--- src/hw/rtl/sma_pkg.sv ---
// shared types and constants of the stack machine arithmetic unit
// used by sma_cell, sma_div and stack_machine_arith_unit_top; no dependencies
`timescale 1ns / 1ps

package sma_pkg;

  localparam int unsigned WordW        = 32;
  localparam int unsigned StackDepthDef = 64;
  localparam int unsigned DepthFieldW  = 7;
  localparam int unsigned CmdW         = 3;
  localparam int unsigned StatusW      = 2;

  typedef enum logic [CmdW-1:0] {
    CMD_NOP  = 3'd0,
    CMD_PUSH = 3'd1,
    CMD_SWAP = 3'd2,
    CMD_ADD  = 3'd3,
    CMD_SUB  = 3'd4,
    CMD_DIV  = 3'd5,
    CMD_MUL  = 3'd6
  } sma_cmd_e;

  typedef enum logic [StatusW-1:0] {
    STATUS_OK    = 2'd0,
    STATUS_SHORT = 2'd1,
    STATUS_DIV0  = 2'd2,
    STATUS_FULL  = 2'd3
  } sma_status_e;

  // what a stack cell does at the next edge
  typedef enum logic [1:0] {
    CELL_HOLD = 2'd0,
    CELL_DOWN = 2'd1,  // take the entry from the neighbor nearer the top
    CELL_UP   = 2'd2,  // take the entry from the neighbor farther from the top
    CELL_LOAD = 2'd3   // take the load word
  } sma_cell_op_e;

  typedef enum logic {
    ST_IDLE = 1'b0,
    ST_DIV  = 1'b1
  } sma_state_e;

endpackage

--- src/hw/rtl/sma_cell.sv ---
// one entry of the shifting stack chain
// depends on sma_pkg
`timescale 1ns / 1ps

module sma_cell import sma_pkg::*; (
  input  logic               clk_i,
  input  sma_cell_op_e       op_i,
  input  logic [WordW-1:0]   prev_i,
  input  logic [WordW-1:0]   next_i,
  input  logic [WordW-1:0]   load_i,
  output logic [WordW-1:0]   val_o
);

  logic [WordW-1:0] val_d, val_q;

  always_comb begin
    case (op_i)
      CELL_HOLD: val_d = val_q;
      CELL_DOWN: val_d = prev_i;
      CELL_UP:   val_d = next_i;
      CELL_LOAD: val_d = load_i;
      default:   val_d = val_q;
    endcase
  end

  // payload only, no reset
  always_ff @(posedge clk_i) begin
    val_q <= val_d;
  end

  assign val_o = val_q;

endmodule

--- config.mk ---
export PLATFORM = sky130hd
export DESIGN_NAME = sma_cell
export DESIGN_NICKNAME = d
export VERILOG_FILES = /design/src/hw/rtl/sma_pkg.sv /design/src/hw/rtl/sma_cell.sv
export SDC_FILE = /design/constraint.sdc
export NUM_CORES = 1
export LEC_CHECK = 0
export ABC_AREA = 1
export BUFFER_PORTS_ARGS = -buffer_cell sky130_fd_sc_hd__buf_2
export CAP_MARGIN = 0
export CORE_ASPECT_RATIO = 0.9
export CORE_UTILIZATION = 43
export CTS_CLUSTER_SIZE = 16
export DETAILED_ROUTE_END_ITERATION = 8
export PLACE_DENSITY = 0.94
export SLEW_MARGIN = 30
export SYNTH_ARGS = -nofsm -noshare
export SYNTH_HDL_FRONTEND = slang
export SYNTH_SLANG_ARGS = --single-unit
--- constraint.sdc ---
create_clock -name clk_i -period 2.3 [get_ports clk_i]
set_input_delay 0.115 -clock clk_i [delete_from_list [all_inputs] [get_ports clk_i]]
set_output_delay 0.115 -clock clk_i [all_outputs]
set_load 0.05 [all_outputs]
# Word level (Yosys, flattened, before mapping)
# Cells that the tools add are included.
totals:
  word_cells: 6
  register_bits: 32
  input_bits: 99
classes:
  n_mux: 1
  reduce_logical: 1
  eq_ne: 3
ops:
  columns: ["operator", "count"]
  rows:
  - ["32-bit one-hot mux with 3 select lines", 1]
  - ["2-bit equality test (second input constant)", 2]
  - ["2-bit by 1-bit equality test with 1-bit output (second input constant)", 1]
  - ["2-bit zero test", 1]

# Longest topological paths before layout
logic_depth:
  depth_word: 2
  mapped_depth: 5

# Worst setup path before layout
# Ideal clock, no wire load.
synth_path:
  path_kind: "in2reg"
  start: "input op_i[0]"
  end: "register val_q[0], in the netlist val_o[0], enable pin"
  setup_slack_ps: 798
  arrival_ps: 1112
  path_stages: 4
  cell_sequence: "buf_4 -> inv_4 -> buf_6 -> nand2_1"
synth_between:
  elab_chain_len: 1
synth_rtl:
  columns: ["item", "line_no", "text"]
  rows:
  - ["start, declared", "sma_cell.sv:7", "input sma_cell_op_e op_i,"]
  - ["2-bit zero test", "sma_cell.sv:17", "case (op_i)"]
  - ["end signal, assigned", "sma_cell.sv:28", "val_q <= val_d;"]
  - ["end, declared", "sma_cell.sv:14", "logic [WordW-1:0] val_d, val_q;"]
# No other way between the ends.
# A chain may end at the register's enable or synchronous reset.

# Worst setup path in the final report
layout_path:
  start: "register val_q[21], in the netlist val_o[21]"
  end: "output val_o[21]"
layout_lines:
  columns: ["item", "line_no", "text"]
  rows:
  - ["end, declared", "sma_cell.sv:11", "output logic [WordW-1:0] val_o"]
# No word-level cell between the ends.

==> results.py <==
metrics = {
    "outcome": {
        "status": "finished, final reports clean",
    },
    "sta": {
        "tns_ns": 0,
        "holdWs_ns": 0.1334,
        "relSlewSlack": 0.6152,
        "slew_viol_final": 0,
        "fmax_mhz": 988.1,
        "tightest_slew_ns": 0.5772,
        "finalHoldViolCount": 0,
        "fin_crit_ns": 1.012,
        "grt_setup_unrepaired": "no",
        "post-route-period-util": 0.4400,
        "timing.final.ws_setup_ns": 1.288,
        "finalSetupViolCount": 0,
    },
    "placement": {
        "gp_congestion": 0.6868,
        "io_buffers": 130,
        "dp_hpwl_um": 3168,
        "placed_area_um2": 2313,
        "dp_cells": 343,
        "pre_cts_slack_ns": 1.104,
    },
    "synthesis": {
        "synth.net_count": 279,
        "synth-seq-area-share": 0.5545,
        "ys_warn_count": 0,
        "synth_area_leaders": "edfxtp_1, nand3_1, nand2_1",
        "ys_ff_latch": 32,
        "synthCells": 180,
        "synthArstFlopShare": 0,
        "synth.avg_cell_area_um2": 9.627,
        "netlist_top_cells_count": "nand3_1, nand2_1, edfxtp_1",
        "synth-edff-count": 32,
        "synthDistinctLibCells": 8,
        "syn_area_um2": 1733,
        "synth_top_area_frac": 0.5545,
        "ys.flop_type": "edfxtp_1",
        "synth_area_leader_cell": "edfxtp_1",
        "yosysMostFrequentCell": "nand3_1",
    },
    "finish": {
        "drive_gt1_frac": 0.4590,
        "finalInstanceArea_um2": 2394,
        "fillers": 340,
        "largest_reg_flops": 32,
        "diodes": 0,
        "fin_util": 0.6326,
        "nNetsFinal": 403,
        "fin_cells": 351,
        "area_growth_pct": 38.12,
    },
    "setup_path": {
        "cp.required_ns": 2.18,
        "critical_path.startpoint": "val_o[21]",
        "start_kind": "register",
        "cp_slowest_cell": "edfxtp_1",
        "critPathCapture": "val_o[21]",
        "worst-path-stages": 1,
        "worstPathMaxFanout": 1,
        "cp.buffers_inverters": 1,
        "worstSetupPathType": "register to primary output",
        "crit_chain": "buf_2",
        "crit_arrival_ns": 0.90,
        "max_stage_delay_ns": 0.40,
        "path_delay_family": "flip-flops",
        "end_kind": "primary output",
    },
    "routing": {
        "drt_iter0_markers": 153,
        "postRouteAntennaNets": 0,
        "drcViolationCount": 0,
        "num_vias": 1816,
        "routed_via_density": 5.174,
        "wirelength_um": 4404,
        "dr.pass1.iters": 4,
        "wire_per_inst_um": 12.55,
    },
    "power": {
        "p_per_area_nw_per_um2": 687.9,
        "p_leak_nw": 1.186,
        "ir_drop_mv": 0.3270,
        "finalPower_mw": 1.646,
    },
    "cts": {
        "cts_num_sinks": 32,
        "numCtsBuffers": 5,
        "htreeDepth": 2,
        "cts-hold-fix-buffers": 0,
        "post_cts_buffers": 0,
        "clk_pin_slew_worst_paths_ns": 0.06,
        "cts_tree": "built",
        "root_buffer": "clkbuf_8",
        "ctsResizeCount": 0,
        "clock_path_buffers": 2,
    },
    "floorplan": {
        "num_rows": 21,
        "initial_core_util": 0.4580,
        "boundaryPins": 131,
        "die_y_um": 62.23,
        "core_area_um2": 3784,
        "die_area_um2": 4288,
        "die_w_um": 68.92,
    },
    "global_route": {
        "antenna_found_initial": 0,
        "grt_pass1_wl_um": 6782,
        "grt_use_total": 0.2117,
        "grt_overflow_total": 0,
        "first_global_vias": 1626,
        "grt_max_degree": 65,
    },
    "hold_path": {
        "hp-class": "input pin to register",
    },
    "job": {
        "drv_cap": 0,
    },
}
## layout make-up
class | instances | area, um^2 | area share
Timing Repair Buffer | 134 | 680.7 | 0.2844
Clock buffer | 7 | 76.32 | 0.03189
Multi-Input combinational cell | 129 | 604.3 | 0.2525
Tap cell | 46 | 57.56 | 0.02405
Sequential cell | 32 | 960.9 | 0.4015
Inverter | 2 | 10.01 | 0.004182
Clock inverter | 1 | 3.754 | 0.001568
## cell families (layout without fill, tap and decap cells)
logic type	count (synthesis)	in the layout	synth area share
buffers and inverters	19	144	0.09675
AND/OR/NAND/NOR	129	129	0.3487
flip-flops	32	32	0.5545
## worst min path at each step
stage | start | to | slack (ns) | depth (start not counted)
floorplan | prev_i[28] | val_o[28] | 0.32 | 2
global placement | prev_i[20] | val_o[20] | 0.41 | 3
detailed placement | prev_i[20] | val_o[20] | 0.41 | 3
CTS | prev_i[20] | val_o[20] | 0.13 | 3
global route | prev_i[25] | val_o[25] | 0.13 | 3
finish | prev_i[20] | val_o[20] | 0.13 | 3
## report_power, final
group,internal (mW),switching [mW]
combinational,0.142,0.377
clock,0.210,0.177
sequential,0.724,0.0158
total,1.08,0.570
## layout by cell type, fill, tap and decap left out, drive strengths merged
master,netlist,final
buf,17,134
clkbuf,0,7
clkinv,0,1
edfxtp,32,32
inv,2,2
nand2,33,33
nand3,96,96
## layer usage
layer,track usage,vias to the layer above,share of wire
met5,0,-,0
met4,0.07653,0,0.020
met3,0.05699,10,0.072
met2,0.3871,92,0.51
met1,0.2209,815,0.39
li1,-,899,-
Power figures use the tool's default switching activity.
