## src/hw/rtl/sma_pkg.sv

```systemverilog
// shared types and constants of the stack machine arithmetic unit
// used by sma_cell, sma_div and stack_machine_arith_unit_top; no dependencies
`timescale 1ns / 1ps

package sma_pkg;

  localparam int unsigned WordW        = 32;
  localparam int unsigned StackDepthDef = 64;
  localparam int unsigned DepthFieldW  = 7;
  localparam int unsigned CmdW         = 3;
  localparam int unsigned StatusW      = 2;

  typedef enum logic [CmdW-1:0] {
    CMD_NOP  = 3'd0,
    CMD_PUSH = 3'd1,
    CMD_SWAP = 3'd2,
    CMD_ADD  = 3'd3,
    CMD_SUB  = 3'd4,
    CMD_DIV  = 3'd5,
    CMD_MUL  = 3'd6
  } sma_cmd_e;

  typedef enum logic [StatusW-1:0] {
    STATUS_OK    = 2'd0,
    STATUS_SHORT = 2'd1,
    STATUS_DIV0  = 2'd2,
    STATUS_FULL  = 2'd3
  } sma_status_e;

  // what a stack cell does at the next edge
  typedef enum logic [1:0] {
    CELL_HOLD = 2'd0,
    CELL_DOWN = 2'd1,  // take the entry from the neighbor nearer the top
    CELL_UP   = 2'd2,  // take the entry from the neighbor farther from the top
    CELL_LOAD = 2'd3   // take the load word
  } sma_cell_op_e;

  typedef enum logic {
    ST_IDLE = 1'b0,
    ST_DIV  = 1'b1
  } sma_state_e;

endpackage

```

## src/hw/rtl/sma_div.sv

```systemverilog
// iterative radix-2 signed divider, truncating toward zero
// depends on sma_pkg
`timescale 1ns / 1ps

module sma_div import sma_pkg::*; (
  input  logic             clk_i,
  input  logic             rst_ni,
  input  logic             start_i,
  input  logic [WordW-1:0] num_i,
  input  logic [WordW-1:0] den_i,
  output logic             done_o,
  output logic [WordW-1:0] quot_o
);

  localparam int unsigned CntW = $clog2(WordW + 1);
  localparam logic [CntW-1:0] LastCnt = CntW'(WordW);

  logic            busy_d, busy_q;
  logic [CntW-1:0] cnt_d, cnt_q;
  logic [WordW-1:0] rem_d, rem_q;
  logic [WordW-1:0] q_d, q_q;
  logic [WordW-1:0] dm_d, dm_q;
  logic             neg_d, neg_q;
  logic [WordW:0]   shifted;
  logic [WordW+1:0] diff;

  assign shifted = {rem_q, q_q[WordW-1]};
  assign diff    = {1'b0, shifted} - {2'b00, dm_q};

  always_comb begin
    busy_d = busy_q;
    cnt_d  = cnt_q;
    rem_d  = rem_q;
    q_d    = q_q;
    dm_d   = dm_q;
    neg_d  = neg_q;
    if (start_i) begin
      busy_d = 1'b1;
      cnt_d  = '0;
      rem_d  = '0;
      q_d    = num_i[WordW-1] ? (~num_i + 1'b1) : num_i;
      dm_d   = den_i[WordW-1] ? (~den_i + 1'b1) : den_i;
      neg_d  = num_i[WordW-1] ^ den_i[WordW-1];
    end else if (busy_q) begin
      if (cnt_q == LastCnt) begin
        busy_d = 1'b0;
      end else begin
        cnt_d = cnt_q + 1'b1;
        if (!diff[WordW+1]) begin
          rem_d = diff[WordW-1:0];
          q_d   = {q_q[WordW-2:0], 1'b1};
        end else begin
          rem_d = shifted[WordW-1:0];
          q_d   = {q_q[WordW-2:0], 1'b0};
        end
      end
    end
  end

  always_ff @(posedge clk_i or negedge rst_ni) begin
    if (!rst_ni) begin
      busy_q <= 1'b0;
      cnt_q  <= '0;
    end else begin
      busy_q <= busy_d;
      cnt_q  <= cnt_d;
    end
  end

  always_ff @(posedge clk_i) begin
    rem_q <= rem_d;
    q_q   <= q_d;
    dm_q  <= dm_d;
    neg_q <= neg_d;
  end

  assign done_o = busy_q && (cnt_q == LastCnt);
  assign quot_o = neg_q ? (~q_q + 1'b1) : q_q;

endmodule

```

## config.mk

```make
export PLATFORM = sky130hd
export DESIGN_NAME = sma_div
export DESIGN_NICKNAME = d
export VERILOG_FILES = /design/src/hw/rtl/sma_pkg.sv /design/src/hw/rtl/sma_div.sv
export SDC_FILE = /design/constraint.sdc
export NUM_CORES = 1
export LEC_CHECK = 0
export BUFFER_PORTS_ARGS = -buffer_cell sky130_fd_sc_hd__buf_2
export CORE_MARGIN = 2
export CORE_UTILIZATION = 64
export CTS_CLUSTER_SIZE = 10
export DETAILED_ROUTE_END_ITERATION = 12
export PLACE_DENSITY = 0.87
export SLEW_MARGIN = 20
export SYNTH_ARGS = -nofsm -noshare
export SYNTH_HDL_FRONTEND = slang
export SYNTH_SLANG_ARGS = --single-unit
```

## constraint.sdc

```tcl
create_clock -name clk_i -period 10.2 [get_ports clk_i]
set_input_delay 0.51 -clock clk_i [delete_from_list [all_inputs] [get_ports clk_i]]
set_output_delay 0.51 -clock clk_i [all_outputs]
set_load 0.02 [all_outputs]
```

## Word level (Yosys, flattened, before mapping)

Cells that the tools add are included.
W data, S select, Z words.

- Add/subtract/negate cells: 5
- Equality and inequality tests: 2
- Mux-type cells: 14
- Bitwise logic cells: 5
- Reduce and logical (&&, ||, !) cells: 4

Operators with widths:

| kind | number |
|---|---|
| $mux W32 | 6 |
| $add A32 B1 Y32 const B | 3 |
| $not A32 Y32 | 3 |
| $sub A33 B32 Y34 | 1 |
| $mux W31 | 1 |
| $mux W6 | 3 |
| $add A6 B1 Y6 const B | 1 |
| $eq A6 B6 Y1 const B | 1 |
| $mux W1 | 4 |
| $reduce_and A2 Y1 | 2 |
| $ne A2 B2 Y1 const B | 1 |
| $reduce_bool A2 Y1 | 1 |
| $logic_and A1 B1 Y1 | 1 |
| $not A1 Y1 | 1 |
| $xor A1 B1 Y1 | 1 |

- Register bits: 104
- Input port bits: 67
- Output and inout bits: 33
- Logic and storage cells: 37

## Longest topological paths before layout

- Depth in word-level cells: 5
- Gate-level depth with buffers: 13

## Worst setup path after synthesis

Ideal clock, no wire load.

- Kind: input to register
- Start point: in den_i[3]
- End point: reg dm_q[27] (data pin)
- Setup time: 260 ps
- Data arrival time: 3,514 ps
- Required time: 9,940 ps
- Path slack: 6,427 ps
- Stages on the path: 9
- Path buffers: 0
- Cells stage by stage: or3_1 or2_1 or3_1 or4_4 or4_1 or4_4 or3_4 o31ai_2 xnor2_1

- Longest elaborated chain between the ends: 3

Ends and longest elaborated chain:

| what | RTL line | RTL |
|---|---|---|
| start, declared | sma_div.sv:10 | `input logic [WordW-1:0] den_i,` |
| $not A32 Y32 | sma_div.sv:42 | `dm_d = den_i[WordW-1] ? (~den_i + 1'b1) : den_i;` |
| $add A32 B1 Y32 | sma_div.sv:42 |  |
| $mux W31 | sma_div.sv:42 |  |
| end signal, assigned | sma_div.sv:73 | `dm_q <= dm_d;` |
| end, declared | sma_div.sv:22 | `logic [WordW-1:0] dm_d, dm_q;` |

Every way passes these cells.
A chain may end at the register's enable or synchronous reset.

## Worst setup path in the final report

- Start point: reg q_q[5]
- End point: out quot_o[28]

- Longest elaborated chain between the ends: 3

Ends and longest elaborated chain:

| what | RTL line | RTL |
|---|---|---|
| start, declared | sma_div.sv:21 | `logic [WordW-1:0] q_d, q_q;` |
| start signal, assigned | sma_div.sv:72 | `q_q <= q_d;` |
| $not A32 Y32 | sma_div.sv:78 | `assign quot_o = neg_q ? (~q_q + 1'b1) : q_q;` |
| $add A32 B1 Y32 | sma_div.sv:78 |  |
| $mux W32 | sma_div.sv:78 |  |
| end, declared | sma_div.sv:12 | `output logic [WordW-1:0] quot_o` |

Every way passes these cells.

==> impl_metrics.json <==
{
  "outcome": "complete, no violations",
  "cp_top_family": "simple AND/OR/NAND/NOR gates",
  "crit_path_start_kind": "flip-flop",
  "final_cells": 1072,
  "cts_sinks": 104,
  "comb_power_share_pct": 46.3,
  "max_freq_mhz": 225.4,
  "num_rows": 39,
  "async_flop_share_pct": 6.731,
  "grt_pass1_vias": 6063,
  "nFillCells": 884,
  "grt_start_max_net_pins": 93,
  "maxSlewHeadroom_pct": 35.38,
  "clock_latency_ns": 0.35,
  "grt_overflow": 0,
  "cts_resized": 0,
  "setup_viol": 0,
  "cts_buffers": 9,
  "r2r_slack_ns": 6.23,
  "die_h_um": 112.4,
  "cpMaxStageDelayCell": "or4_1",
  "power.switching_uw": 693.6,
  "synth_area_sq_um": 7517,
  "cp_slowest_stage_delay_ns": 0.54,
  "synth-main-ff-cell": "edfxtp_1",
  "postRouteAntennaNets": 0,
  "cts_hold_buf": 1,
  "drive_gt1_share_pct": 13.99,
  "internal-power_mw": 1.104,
  "r2r_cells": 13,
  "crit_top_cell": "or4_1",
  "dieWidth_um": 112.4,
  "synthTopCellsByArea": "edfxtp_1, xnor2_1, dfxtp_1, ha_1, a21oi_1",
  "cts_tree": "built",
  "die_area_sq_um": 12630,
  "clkTransAtPathRegs_ns": 0.08,
  "diodes": 0,
  "p_seq_share_pct": 34.1,
  "min_path_cells": 1,
  "crit_chain": "nor4_1, nand2b_1, or2_2, nand2b_1, or4_1, or4_1, or4_1, o21ai_0, xnor2_1, buf_2",
  "clock_skew_ns": 0.007924,
  "r2r_start": "q_q[31]",
  "root_buffer": "clkbuf_16",
  "dpl_cell_area_sq_um": 8104,
  "leakagePower_nw": 3.456,
  "holdWs_ns": 0.4281,
  "cp.buffers_inverters": 1,
  "synth_cells": 843,
  "p_clk_share_pct": 19.7,
  "power_mw": 1.797,
  "tns_ns": 0,
  "cp_max_fo": 4,
  "wl_per_cell_um": 15.02,
  "maxSlewViolCount": 0,
  "ys_types": 55,
  "drt-initial-drc-count": 442,
  "wirelength_mm": 16.10,
  "hold_viol_final": 0,
  "dpl.cell_count": 1055,
  "min-delay-path-class": "primary input to flip-flop",
  "cp.arrival_ns": 3.93,
  "r2r-end": "rem_q[30]",
  "htreeDepth": 3,
  "yosys.area.top_type": "edfxtp_1",
  "place.gp.congestion": 0.9123,
  "synthesis.nets": 948,
  "syn_to_final_growth_pct": 11.97,
  "netSwitchingFraction_pct": 38.59,
  "vdd.ir_drop.worst_v": 0.0001262,
  "core_sq_um": 11420,
  "synth_edf_count": 65,
  "postLayoutCellArea_sq_um": 8417,
  "mostFrequentLayoutCells": "buf_2, xnor2_1, a21oi_1",
  "ios": 100,
  "holdPathEnd": "dm_q[0]",
  "power_density_nw_per_um2": 213.5,
  "final_net_count": 1029,
  "drt_pass1_iterations": 5,
  "hpwl_mm": 11.78,
  "remaining_drc_errors": 0,
  "synth_warnings": 0,
  "io_buffers": 99,
  "crit_type": "flip-flop to output port",
  "post_cts_buffers": 0,
  "vias_per_cell": 5.993,
  "worst_pin_slew_ns": 0.9669,
  "cp-end-kind": "output port",
  "ys_seq_area_share_pct": 36.82,
  "hold_start": "den_i[0]",
  "antenna_found_initial": 0,
  "final_common_cell": "buf_2",
  "vias": 6425,
  "grt_pass1_wl_mm": 27.64,
  "layout_min_cycle_time_ns": 4.436,
  "drv_cap": 0,
  "grt_usage_pct": 26.07,
  "syn_area_per_cell_sq_um": 8.917,
  "synth.ff_latch_count": 104,
  "clockBufferDepth": 2,
  "cp.required_ns": 9.69,
  "rsz0062_at_grt": "no",
  "post-route-period-util_pct": 43.49,
  "start_util_pct": 65.83,
  "synth_top_area_share_pct": 25.97
}
-- final cells by class --
type	instances	area [sq um]	share of cell area, %
inverter	48	180.2	2.141
clock buffer	9	225.2	2.676
multi-input combinational	657	4449	52.86
tap	143	178.9	2.126
sequential	104	2768	32.88
timing repair buffer	104	538.0	6.392
clock inverter	7	77.57	0.9217
-- synthesized netlist by cell type, types with 6 or more instances --
library cell	n
nand3_1	9
nand2_1	70
nand2b_1	13
ha_1	37
edfxtp_1	65
a31oi_1	7
dfxtp_1	32
a21oi_1	77
nor2_1	74
o31ai_1	25
or4_1	18
clkbuf_1	31
o211ai_1	13
xor2_1	37
or3_1	17
inv_1	48
a211oi_1	20
nor3_1	8
o41ai_1	11
a21o_1	17
o21ai_0	43
o21a_1	6
dfrtp_1	7
mux2i_1	17
xnor2_1	83
a211o_1	6
-- registers in the layout (all words and copies together), names as in the netlist --
register and count:
neg_q 1, rem_q 32, busy_q 1, dm_q 32, q_q 32, cnt_q 6
-- power groups by stage --
| stage | Clock, mW | Sequential (mW) | Combinational, mW |
|---|---|---|---|
| 5_1_grt | 0.375 | 0.624 | 0.930 |
| 3_3_place_gp | 0 | 0.614 | 0.804 |
| 3_5_place_dp | 0 | 0.619 | 0.820 |
| 4_1_cts | 0.357 | 0.611 | 0.829 |
| 6_report | 0.354 | 0.612 | 0.831 |
| 2_1_floorplan | 0 | 0.595 | 0.662 |
-- per-stage QoR --
step                util (%)  setup slack (ns)
detailed placement     70.97             6.100
finish                 73.71             5.764
global placement       70.97             6.215
floorplan                  -             6.427
CTS                    73.71             5.781
global route           73.71             5.544
-- per-layer routing --
metal | routed length, um | part of all wire [%] | global-route usage, %
met1 | 7475 | 46 | 35.63
met2 | 7520 | 47 | 43.13
met3 | 815 | 5.1 | 4.320
met4 | 290 | 1.8 | 7.561
met5 | 0 | 0 | 0
-- worst max path at each step --
stage,from,to,slack [ns],cells past startpoint
after global routing,q_q[5],quot_o[28],5.54,10
after CTS,q_q[5],quot_o[30],5.78,10
after floorplan,den_i[3],dm_q[27],6.43,9
final,q_q[5],quot_o[28],5.76,10
after global placement,den_i[3],dm_q[27],6.22,10
after detailed placement,den_i[3],dm_q[27],6.10,10
-- cell families (layout without fill, tap and decap cells) --
family | Yosys count | in the layout | synth area share, %
flops | 104 | 104 | 36.82
xor+xnor | 120 | 120 | 13.98
simple gates | 238 | 238 | 15.43
buf+inv | 82 | 168 | 4.144
mux | 17 | 17 | 2.264
compound gates | 244 | 244 | 20.94
fa+ha+maj | 38 | 38 | 6.425
Note: power is estimated with default switching activity, not from simulation.
